### src/sliding_median_spike_detector_unit_assert.svh
`ifndef SLIDING_MEDIAN_SPIKE_DETECTOR_UNIT_ASSERT_SVH
`define SLIDING_MEDIAN_SPIKE_DETECTOR_UNIT_ASSERT_SVH

// same-cycle implication on clk, off during reset
`define SMSD_ASSERT_SAME(name, ante, cons, msg) \
  name: assert property (@(posedge clk) disable iff (rst) (ante) |-> (cons)) else $error(msg);

// next-cycle implication on clk, off during reset
`define SMSD_ASSERT_NEXT(name, ante, cons, msg) \
  name: assert property (@(posedge clk) disable iff (rst) (ante) |=> (cons)) else $error(msg);

`endif

### src/smsd_pkg.sv
package smsd_pkg;

  localparam int unsigned SAMPLE_W    = 8;
  localparam int unsigned CFG_W       = 11;
  localparam int unsigned MDBL_W      = 9;
  localparam int unsigned TOTAL_W     = 32;
  localparam int unsigned APB_AW      = 3;
  localparam int unsigned APB_DW      = 32;
  localparam int unsigned IN_TDATA_W  = 8;
  localparam int unsigned OUT_TDATA_W = 48;

  localparam logic [APB_AW-3:0] REG_WINDOW_LENGTH = '0;

  typedef struct packed {
    logic flush;
    logic clear;
    logic accept;
    logic walk;
    logic ring;
    logic old_rd;
    logic old_wr;
    logic new_rd;
    logic new_wr;
    logic finish;
  } smsd_cmd_t;

  typedef struct packed {
    logic clear_done;
    logic walk_done;
    logic item_full;
    logic out_free;
  } smsd_sts_t;

endpackage

### src/smsd_ctrl.sv
module smsd_ctrl
  import smsd_pkg::*;
(
  input  logic      clk,
  input  logic      rst,
  input  logic      cfg_flush,
  input  logic      in_valid,
  output logic      in_ready,
  input  smsd_sts_t sts,
  output smsd_cmd_t cmd
);

  typedef enum logic [3:0] {
    ST_CLEAR,
    ST_IDLE,
    ST_WALK,
    ST_RING,
    ST_OLD_RD,
    ST_OLD_WR,
    ST_NEW_RD,
    ST_NEW_WR,
    ST_DONE
  } state_t;

  state_t state;

  always_ff @(posedge clk) begin
    if (rst) begin
      state <= ST_CLEAR;
    end else if (cfg_flush) begin
      state <= ST_CLEAR;
    end else begin
      case (state)
        ST_CLEAR: begin
          if (sts.clear_done) state <= ST_IDLE;
        end
        ST_IDLE: begin
          if (in_valid) state <= ST_WALK;
        end
        ST_WALK: begin
          if (!sts.item_full || sts.walk_done) state <= ST_RING;
        end
        ST_RING: begin
          state <= sts.item_full ? ST_OLD_RD : ST_NEW_RD;
        end
        ST_OLD_RD: state <= ST_OLD_WR;
        ST_OLD_WR: state <= ST_NEW_RD;
        ST_NEW_RD: state <= ST_NEW_WR;
        ST_NEW_WR: state <= ST_DONE;
        ST_DONE: begin
          if (sts.out_free) state <= ST_IDLE;
        end
        default: state <= ST_CLEAR;
      endcase
    end
  end

  always_comb begin
    cmd       = '0;
    cmd.flush = cfg_flush;
    in_ready  = 1'b0;
    case (state)
      ST_CLEAR:  cmd.clear = 1'b1;
      ST_IDLE: begin
        in_ready   = 1'b1;
        cmd.accept = in_valid;
      end
      ST_WALK:   cmd.walk   = sts.item_full;
      ST_RING:   cmd.ring   = 1'b1;
      ST_OLD_RD: cmd.old_rd = 1'b1;
      ST_OLD_WR: cmd.old_wr = 1'b1;
      ST_NEW_RD: cmd.new_rd = 1'b1;
      ST_NEW_WR: cmd.new_wr = 1'b1;
      ST_DONE:   cmd.finish = sts.out_free;
      default:   cmd.clear  = 1'b0;
    endcase
  end

endmodule

### config.mk
export PLATFORM = sky130hd
export DESIGN_NAME = smsd_ctrl
export DESIGN_NICKNAME = d
export VERILOG_FILES = /design/src/sliding_median_spike_detector_unit_assert.svh /design/src/smsd_pkg.sv /design/src/smsd_ctrl.sv
export SDC_FILE = /design/constraint.sdc
export NUM_CORES = 1
export LEC_CHECK = 0
export BUFFER_PORTS_ARGS = -buffer_cell sky130_fd_sc_hd__buf_2
export CORE_AREA = 2 2 39 41
export CTS_CLUSTER_SIZE = 40
export DETAILED_ROUTE_END_ITERATION = 12
export DIE_AREA = 0 0 41 43
export HOLD_SLACK_MARGIN = 0.15
export PLACE_DENSITY = 0.49
export SYNTH_ARGS = -nofsm -noshare
export SYNTH_HDL_FRONTEND = slang
export SYNTH_SLANG_ARGS = --single-unit
### constraint.sdc
create_clock -name clk -period 1.2 [get_ports clk]
set_clock_uncertainty 0.1 [all_clocks]
set_input_delay 0.06 -clock clk [delete_from_list [all_inputs] [get_ports clk]]
set_output_delay 0.06 -clock clk [all_outputs]
set_load 0.02 [all_outputs]
# Yosys cells after proc, flatten, opt, wreduce, memory -nomap -nowiden
# Index checks and enable logic that the tools add are counted.
[op_classes]
eq_ne = 12
mux = 16
n_reduce_logical = 5
[op_table]
columns = ["op", "n"]
rows = [
  ["$pmux W4 S9", 1],
  ["$eq A4 B3 Y1 const B", 4],
  ["$mux W4", 4],
  ["$mux W1", 10],
  ["$eq A4 B2 Y1 const B", 2],
  ["$ne A2 B2 Y1 const B", 4],
  ["$eq A4 B1 Y1 const B", 1],
  ["$eq A4 B4 Y1 const B", 1],
  ["$logic_not A4 Y1", 1],
  ["$reduce_and A4 Y1", 1],
  ["$mux W2", 1],
  ["$reduce_or A2 Y1", 1],
  ["$logic_not A1 Y1", 1],
  ["$logic_or A1 B1 Y1", 1],
]
[totals]
ff_bits = 4
inputBits = 8
out_inout_bits = 11
word_cells = 34

# Logic depth before layout (Yosys ltp)
# Gate-level depths: netlist of the first run.
[depth]
ltp_word = 4
mapped_depth = 5
ltp_nobuf = 4

# Worst setup path after synthesis of the first run
# No wires, ideal clock.
[synth_timing]
path_type = "register -> output"
startpoint = "register state[3]"
endpoint = "output cmd[7] (netlist bit)"
t_arrival_ns = 1.411
required_time_ns = 1.040
path_slack_ns = -0.371
path_stages_with_launch = 5
path_buffers = 1
path_cell_list = "dfxtp_1 -> buf_6 -> nand2b_1 -> nor3_1 -> and2_1"
[synth_lines]
columns = ["element", "line", "text"]
rows = [
  ["from (decl)", "smsd_ctrl.sv:25", "state_t state;"],
  ["from (signal assigned)", "smsd_ctrl.sv:44", "state <= sts.item_full ? ST_OLD_RD : ST_NEW_RD;"],
  ["to (decl)", "smsd_ctrl.sv:10", "output smsd_cmd_t cmd"],
]

==> run metrics, run 1 <==
# clock sinks=4; routability congestion estimate from global placement=0.731; GRT Total Usage=0.119; Cell variety after synth=25; sequential-to-total area share from yosys stat=0.242; clock latency of the later-clocked register in the worst-skew pair=230 ps; Top FF cell, synth=dfxtp_1; finished layout cell area=654 µm²; fraction of final layout cells with drive strength greater than 1=0.644; initial core utilization=0.240; aggregate routed wire length=963 µm; top area cells in the synthesized netlist=dfxtp_1, nor3_1, buf_6; CP Cell Sequence=buf_4, nor3_4, and2_4, buf_6; antenna diode count=0; transition time at the pin with the least slew margin=257 ps; Post-Syn Nets=51; Setup CP Type=reg2out; Reg power frac=0.339; total standard cell area after synthesis=332 µm²; vias per cell=4.72; maximum vdd drop=0.000256 V; CP required=1040 ps; data arrival time at the worst-slack endpoint=1170 ps; maximum fanout along the worst path=4; share of the cycle needed by the critical path after routing=1.11; clock transition at the registers of the reported paths=40 ps; # nets final=83; number of design rule violations left after detail routing=0; cell type of the slowest stage on the worst timing path=dfxtp_4; Hold WC Path Type=in2reg; 1st-pass router iterations=4; Routed WL per cell=10.8 µm; fraction of the core area covered by cells at the end of the flow=0.473; headroom to the max-slew limit=0.827; wire length of the first global-routing pass=1370 µm; Syn Inst Count=43; number of port buffers=18; most frequent standard cell in the layout excluding fill and tap cells=buf_4; cell type with the largest total area after synthesis=dfxtp_1; number of flops mapped to enable cells by yosys=0; vertical extent of the die=43 µm; number of synthesized register bits=4; Power Dens Cells=632 nW/µm²; maximum clock path buffer count=2; fraction of synthesis flops using an asynchronous set or reset pin=0; highest-count cells in the layout ignoring fill and taps=buf_4, buf_2, buf_6, nor3_1, dlygate4sd3_1; register with the most flip-flops=state; endpoints failing setup=11; Max Clk Rate=0.752 GHz; Syn Area/Cell=7.71 µm²; violations in the final reports=negative setup slack; registers with the most flip-flops=state x4; I/O Pins=19; max cap viols=0; remaining global-route overflow=0; master cell of the clock root buffer=clkbuf_4; Post-DP Area=467 µm²; internal power=301 µW; combinational fraction of design power=0.253; number of global-route vias before repair=343; std cell rows=14; share of total power consumed by net switching=0.272; endpoints failing hold=0; layout filler cell count=145; switching power total=113 µW; floorplan core area=1380 µm²; violation count after the first detailed-routing iteration=2; P_leak=0.280 nW; number of nets with antenna violations after routing=0; crit path time final=1330 ps; Die Wd=41 µm; warning count from the yosys run=0; clock network power share=0.407; Worst path max stage delay=360 ps; TritonCTS clock tree=done; top cell type's share of synthesized area=0.242; number of levels in the clock H-tree=1; antenna violations before repair=0; buffers plus inverters on the worst setup path=2; setup ws final=-129 ps; status=finished, violations left; Vias=420; area grow syn2layout=97.4%; cts bufs inserted=3; HPWL after detailed placement=659 µm; cell class contributing the biggest share of worst-path delay=flip-flops; nature of the critical path endpoint=output port; max-slew violation count=0; critical path startpoint category=flip-flop; maximum number of pins on one net before global-route repair=10; max FFs per register=4; Total Die Area=1760 µm²; setup repair after global routing missed its margin=true
[layer usage]
| metal | part of all wire | vias up | global-route usage |
|---|---|---|---|
| met5 | 0 | - | 0 |
| met4 | 0 | 0 | 0.0800 |
| met3 | 0.033 | 0 | 0.0314 |
| met2 | 0.60 | 10 | 0.203 |
| met1 | 0.37 | 197 | 0.114 |
| li1 | - | 213 | - |
[repair_timing]
item,in CTS,in global routing
hold buffers,4,0
resized for setup,17,13
hold endpoints to repair,4,0
setup endpoints to repair,11,14
pin swaps,4,6
buffers inserted,3,0
[worst reg2reg max path, stage by stage (launching register included)]
cell and delay [ps]:
dfxtp_4 360, nor4b_4 280, buf_4 160, a22o_4 140, nand3_2 50, o21ai_1 70
[power groups by stage]
stage	Sequential, mW	Combinational, mW	Clock (mW)
final	0.140	0.105	0.168
after global routing	0.141	0.113	0.179
after CTS	0.142	0.0943	0.177
after detailed placement	0.143	0.0744	0
after global placement	0.143	0.0742	0
after floorplan	0.141	0.0490	0
[layout make-up]
cell class | count | area, µm² | share of cell area
Inverter | 1 | 3.75 | 0.00574
Multi-Input combinational cell | 33 | 274 | 0.419
Tap cell | 16 | 20.0 | 0.0306
Sequential cell | 4 | 90.1 | 0.138
Clock buffer | 3 | 22.5 | 0.0344
Timing Repair Buffer | 32 | 244 | 0.373
[synthesized netlist by cell type, types with 2 or more instances]
| cell type | count |
|---|---|
| nor2_1 | 4 |
| buf_6 | 2 |
| dfxtp_1 | 4 |
| nand2_1 | 2 |
| nand3b_1 | 2 |
| and2_1 | 2 |
| buf_2 | 2 |
| nand2b_1 | 2 |
| nor3b_1 | 2 |
| nor3_1 | 6 |
[worst paths after layout]
path	slack [ps]	cells past startpoint	start	end
min	200	5	sts[2]	state[0]$_SDFFE_PP0P_
max	-130	4	state[2]$_SDFFE_PP0P_	cmd[7]
min reg2reg	590	3	state[0]$_SDFFE_PP0P_	state[0]$_SDFFE_PP0P_
max reg2reg	-20	5	state[2]$_SDFFE_PP0P_	state[0]$_SDFFE_PP0P_
[logic make-up after synthesis]
kind of cell              after synthesis  share of synthesized area
AOI/OAI and AO/OA                       6                      0.117
buffers and inverters                   6                      0.132
and+or+nand+nor                        25                      0.453
xor gates and xnor gates                1                     0.0264
DFF                                     4                      0.242
muxes                                   1                     0.0302
[stage by stage]
stage	instances	setup slack (ps)	power, mW	setup TNS, ps	hold WS (ps)
finish	89	-129	0.414	-799	204
global route	89	-214	0.433	-1500	256
CTS	89	-127	0.413	-895	210
detailed placement	80	-18.7	0.217	-18.7	159
global placement	80	-17.4	0.218	-17.4	159
floorplan	43	-160	0.190	-630	36.8
(Power assumes the default switching activity.)
==> run 2, diff against run 1 <==
--- a/config.mk
+++ b/config.mk
@@ -6,12 +6,14 @@
 export NUM_CORES = 1
 export LEC_CHECK = 0
 export BUFFER_PORTS_ARGS = -buffer_cell sky130_fd_sc_hd__buf_2
-export CORE_AREA = 2 2 39 41
+export CELL_PAD_IN_SITES_DETAIL_PLACEMENT = 1
+export CELL_PAD_IN_SITES_GLOBAL_PLACEMENT = 1
+export CORE_MARGIN = 2
+export CORE_UTILIZATION = 24
 export CTS_CLUSTER_SIZE = 40
 export DETAILED_ROUTE_END_ITERATION = 12
-export DIE_AREA = 0 0 41 43
 export HOLD_SLACK_MARGIN = 0.15
-export PLACE_DENSITY = 0.49
+export PLACE_DENSITY = 0.66
 export SYNTH_ARGS = -nofsm -noshare
 export SYNTH_HDL_FRONTEND = slang
 export SYNTH_SLANG_ARGS = --single-unit
==> run 2 against run 1 <==
The run still ends with negative setup slack left. Sequential power about the same. Largest cell class unchanged. Cell area up 5.2%. Cell count up 1.1%. Die area down 3.9%. Maximum frequency down 8.4%. Critical endpoint is now cmd[8]. Critical path depth down 1. Sequential cell count unchanged. Clock power about the same. Critical path type unchanged.
==> run metrics, run 2 (synthesis results as in run 1) <==
number of nets with antenna violations after routing=0; Hold WC Path Type=in2reg; wire length of the first global-routing pass=1600 µm; Vias=437; antenna violations before repair=0; HPWL after detailed placement=728 µm; headroom to the max-slew limit=0.782; Setup CP Type=reg2out; aggregate routed wire length=1300 µm; 1st-pass router iterations=2; share of the cycle needed by the critical path after routing=1.21; vias per cell=4.86; clock transition at the registers of the reported paths=40 ps; endpoints failing setup=12; finished layout cell area=688 µm²; capturing element of the worst setup path=cmd[8]; transition time at the pin with the least slew margin=324 ps; max FFs per register=4; master cell of the clock root buffer=clkbuf_4; path depth of the worst reg2reg path=6; number of design rule violations left after detail routing=0; layout filler cell count=163; violations in the final reports=negative setup slack; GRT Total Usage=0.151; max cap viols=0; # nets final=85; critical path startpoint category=flip-flop; endpoints failing hold=0; status=finished, violations left; most frequent standard cell in the layout excluding fill and tap cells=buf_4; violation count after the first detailed-routing iteration=2; # clock sinks=4; remaining global-route overflow=0; r2r startpoint=state[1]$_SDFFE_PP0P_; maximum fanout along the worst path=7; maximum clock path buffer count=2; max-slew violation count=0; Routed WL per cell=14.4 µm; highest-count cells in the layout ignoring fill and taps=buf_4, buf_2, buf_6, nor3_2, dlygate4sd3_1; crit path time final=1450 ps; antenna diode count=0; clock latency of the later-clocked register in the worst-skew pair=240 ps; area grow syn2layout=108%; initial core utilization=0.255; Total Die Area=1690 µm²; P_leak=0.300 nW; critical register-to-register path endpoint=state[0]$_SDFFE_PP0P_; number of global-route vias before repair=377; data arrival time at the worst-slack endpoint=1290 ps; number of port buffers=18; number of levels in the clock H-tree=1; fraction of final layout cells with drive strength greater than 1=0.693; multi-input gate area in the final layout=280 µm²; Overall Power=413 µW; floorplan core area=1300 µm²; Post-DP Area=450 µm²; I/O Pins=19; cts bufs inserted=3; Die Wd=41.2 µm; register with the most flip-flops=state; nature of the critical path endpoint=output port; setup ws final=-251 ps; Max Clk Rate=0.689 GHz; registers with the most flip-flops=state x4; setup repair after global routing missed its margin=true; Register-to-Register Setup Slack=-100 ps; launching instance or port of the critical path=state[2]$_SDFFE_PP0P_; maximum number of pins on one net before global-route repair=8; Power Dens Cells=600 nW/µm²; CP required=1040 ps; vertical extent of the die=41.2 µm; routability congestion estimate from global placement=0.725; maximum vdd drop=0.000430 V; std cell rows=13; TritonCTS clock tree=done; sequential cell area in the final layout=90.1 µm²
run 2: cell type report:
type | count | area share
multi-input cells | 33 | 0.407
well taps | 15 | 0.0273
flip-flops and latches | 4 | 0.131
repair buffers | 34 | 0.396
clock buffers | 3 | 0.0327
inverters | 1 | 0.00545
run 2: routing by layer:
layer / up-vias / part of all wire / global-route usage
met1: 207 / 0.41 / 0.163
met3: 2 / 0.032 / 0.0326
li1: 217 / - / -
met5: - / 0 / 0
met4: 0 / 0.016 / 0.0968
met2: 11 / 0.54 / 0.262
run 2: metrics by stage:
stage                     utilization  worst slack [ps]  setup TNS [ps]  std cells  hold WS [ps]
after global routing            0.529              -352           -1920         90           252
after CTS                       0.471              -126            -939         88           169
after floorplan                     -              -160            -630         43          36.8
after global placement          0.346             -31.8           -35.4         77           150
final                           0.529              -251           -1250         90           218
after detailed placement        0.346             -33.0           -63.8         77           152
run 2: repair_timing:
action	4_1_cts	5_1_grt
gates cloned	0	0
resized for setup	23	16
hold buffers	4	1
hold endpoints to repair	4	4
buffers inserted	4	2
pin swaps	6	4
setup endpoints to repair	12	13
run 2: report_power, final:
part	switching [mW]	internal [mW]	total [mW]	leakage [nW]
Sequential	0.00642	0.134	0.140	0.0349
Combinational	0.0523	0.0532	0.105	0.251
Clock	0.0548	0.112	0.167	0.0138
Total	0.114	0.299	0.413	0.300
run 2: critical path: stages (launching register included):
cell and delay, ps:
dfxtp_4 350, buf_6 140, nor4_1 330, buf_2 230
run 2: worst min path at each step:
stage,startpoint,end,slack [ps],cells after the start
after global routing,sts[3],state[1]$_SDFFE_PP0P_,250,4
after CTS,sts[2],state[0]$_SDFFE_PP0P_,170,5
after global placement,rst,state[3]$_SDFFE_PP0P_,150,2
after detailed placement,rst,state[3]$_SDFFE_PP0P_,150,2
final,sts[3],state[1]$_SDFFE_PP0P_,220,4
after floorplan,rst,state[3]$_SDFFE_PP0P_,40,1
==> run 3, diff against run 2 <==
--- a/config.mk
+++ b/config.mk
@@ -5,7 +5,7 @@
 export SDC_FILE = /design/constraint.sdc
 export NUM_CORES = 1
 export LEC_CHECK = 0
-export BUFFER_PORTS_ARGS = -buffer_cell sky130_fd_sc_hd__buf_2
+export BUFFER_PORTS_ARGS = -buffer_cell sky130_fd_sc_hd__buf_4
 export CELL_PAD_IN_SITES_DETAIL_PLACEMENT = 1
 export CELL_PAD_IN_SITES_GLOBAL_PLACEMENT = 1
 export CORE_MARGIN = 2
@@ -14,6 +14,7 @@
 export DETAILED_ROUTE_END_ITERATION = 12
 export HOLD_SLACK_MARGIN = 0.15
 export PLACE_DENSITY = 0.66
+export RECOVER_POWER = 100
 export SYNTH_ARGS = -nofsm -noshare
 export SYNTH_HDL_FRONTEND = slang
 export SYNTH_SLANG_ARGS = --single-unit
==> run 3 against run 2 <==
The run still ends with negative setup slack left. Wire length grew 4.4%. Die area is the same. Worst hold slack got worse by 12 ps. Sequential cell count unchanged. Largest cell class unchanged.
==> run metrics, run 3 (synthesis results as in run 1) <==
status=finished, violations left; violations in the final reports=negative setup slack; violation count after the first detailed-routing iteration=0; vias per cell=4.88; nature of the critical path endpoint=output port; wire length of the first global-routing pass=1950 µm; number of design rule violations left after detail routing=0; Vias=439; maximum clock path buffer count=2; maximum vdd drop=0.000383 V; number of nets with antenna violations after routing=0; headroom to the max-slew limit=0.781; most frequent standard cell in the layout excluding fill and tap cells=buf_4; endpoints failing setup=14; layout filler cell count=152; area grow syn2layout=127%; combinational fraction of design power=0.302; clock transition at the registers of the reported paths=40 ps; register with the most flip-flops=state; Setup CP Type=reg2out; TNS Setup=-1220 ps; Post-DP Area=495 µm²; transition time at the pin with the least slew margin=325 ps; Reg power frac=0.321; number of levels in the clock H-tree=1; path depth of the worst reg2reg path=5; Routed WL per cell=15.0 µm; remaining global-route overflow=0; CP required=1040 ps; share of the cycle needed by the critical path after routing=1.14; setup ws final=-163 ps; cts bufs inserted=3; number of port buffers=18; crit path time final=1360 ps; TritonCTS clock tree=done; antenna diode count=0; worst hold slack=206 ps; registers with the most flip-flops=state x4; I/O Pins=19; clock network power share=0.378; endpoints failing hold=0; fraction of final layout cells with drive strength greater than 1=0.707; data arrival time at the worst-slack endpoint=1200 ps; fraction of the core area covered by cells at the end of the flow=0.579; # nets final=85; finished layout cell area=753 µm²; worst hold path stage count=5; 1st-pass router iterations=1; Overall Power=440 µW; Total Die Area=1690 µm²; P_leak=0.321 nW; share of total power consumed by net switching=0.273; std cell rows=13; aggregate routed wire length=1350 µm; initial core utilization=0.255; master cell of the clock root buffer=clkbuf_4; max-slew violation count=0; routability congestion estimate from global placement=0.746; HPWL after detailed placement=755 µm; setup repair after global routing missed its margin=true; maximum number of pins on one net before global-route repair=9; floorplan core area=1300 µm²; highest-count cells in the layout ignoring fill and taps=buf_4, buf_6, dlygate4sd3_1, nor3_2, clkbuf_4; number of global-route vias before repair=440; internal power=320 µW; Hold WC Path Type=in2reg; vertical extent of the die=41.2 µm; clock latency of the later-clocked register in the worst-skew pair=230 ps; antenna violations before repair=0; # clock sinks=4; Power Dens Cells=584 nW/µm²; maximum fanout along the worst path=6; max cap viols=0; critical path startpoint category=flip-flop; Die Wd=41.2 µm; Max Clk Rate=0.734 GHz; max FFs per register=4; GRT Total Usage=0.178; switching power total=120 µW
run 3: repair_timing:
item / in CTS / in global routing
hold endpoints to repair: 4 / 4
gates cloned: 0 / 0
gates resized for setup: 26 / 8
hold buffers: 4 / 2
setup buffers: 4 / 2
pin swaps: 5 / 4
endpoints found under the setup margin: 13 / 14
run 3: worst paths after layout:
kind,endpoint,slack (ps),start
setup / recovery,cmd[5],-160,state[3]$_SDFFE_PP0P_
hold / removal,state[0]$_SDFFE_PP0P_,210,sts[2]
hold reg to reg,state[1]$_SDFFE_PP0P_,490,state[3]$_SDFFE_PP0P_
setup reg to reg,state[0]$_SDFFE_PP0P_,-80,state[1]$_SDFFE_PP0P_
run 3: stage by stage:
step	worst slack (ps)	cells
6_report	-163	90
5_1_grt	-233	90
4_1_cts	-116	88
3_5_place_dp	-50.4	77
3_3_place_gp	11.7	77
2_1_floorplan	-160	43
run 3: area by class of cell:
type / count / area [µm²] / area share
multi-input cells: 33 / 310 / 0.412
repair buffers: 34 / 308 / 0.409
flip-flops and latches: 4 / 90.1 / 0.120
clock buffers: 3 / 22.5 / 0.0299
well taps: 15 / 18.8 / 0.0249
inverters: 1 / 3.75 / 0.00498
run 3: power groups by stage:
| stage | clock network (mW) | logic (mW) | registers [mW] |
|---|---|---|---|
| finish | 0.166 | 0.133 | 0.141 |
| global route | 0.185 | 0.141 | 0.141 |
| detailed placement | 0 | 0.0872 | 0.143 |
| global placement | 0 | 0.0863 | 0.143 |
| floorplan | 0 | 0.0490 | 0.141 |
| CTS | 0.171 | 0.113 | 0.141 |
run 3: critical path, cell delays in order (launching register included):
cell and delay (ps):
dfxtp_4 360, nand2b_4 180, nor3b_1 240, buf_4 200
run 3: per-layer routing:
metal / part of all wire / up-vias / GRT usage / routed length, µm
met2: 0.59 / 9 / 0.363 / 797
met4: 0 / 0 / 0.0242 / 0
li1: - / 215 / - / -
met5: 0 / - / 0 / 0
met1: 0.38 / 215 / 0.187 / 519
met3: 0.027 / 0 / 0.0326 / 36
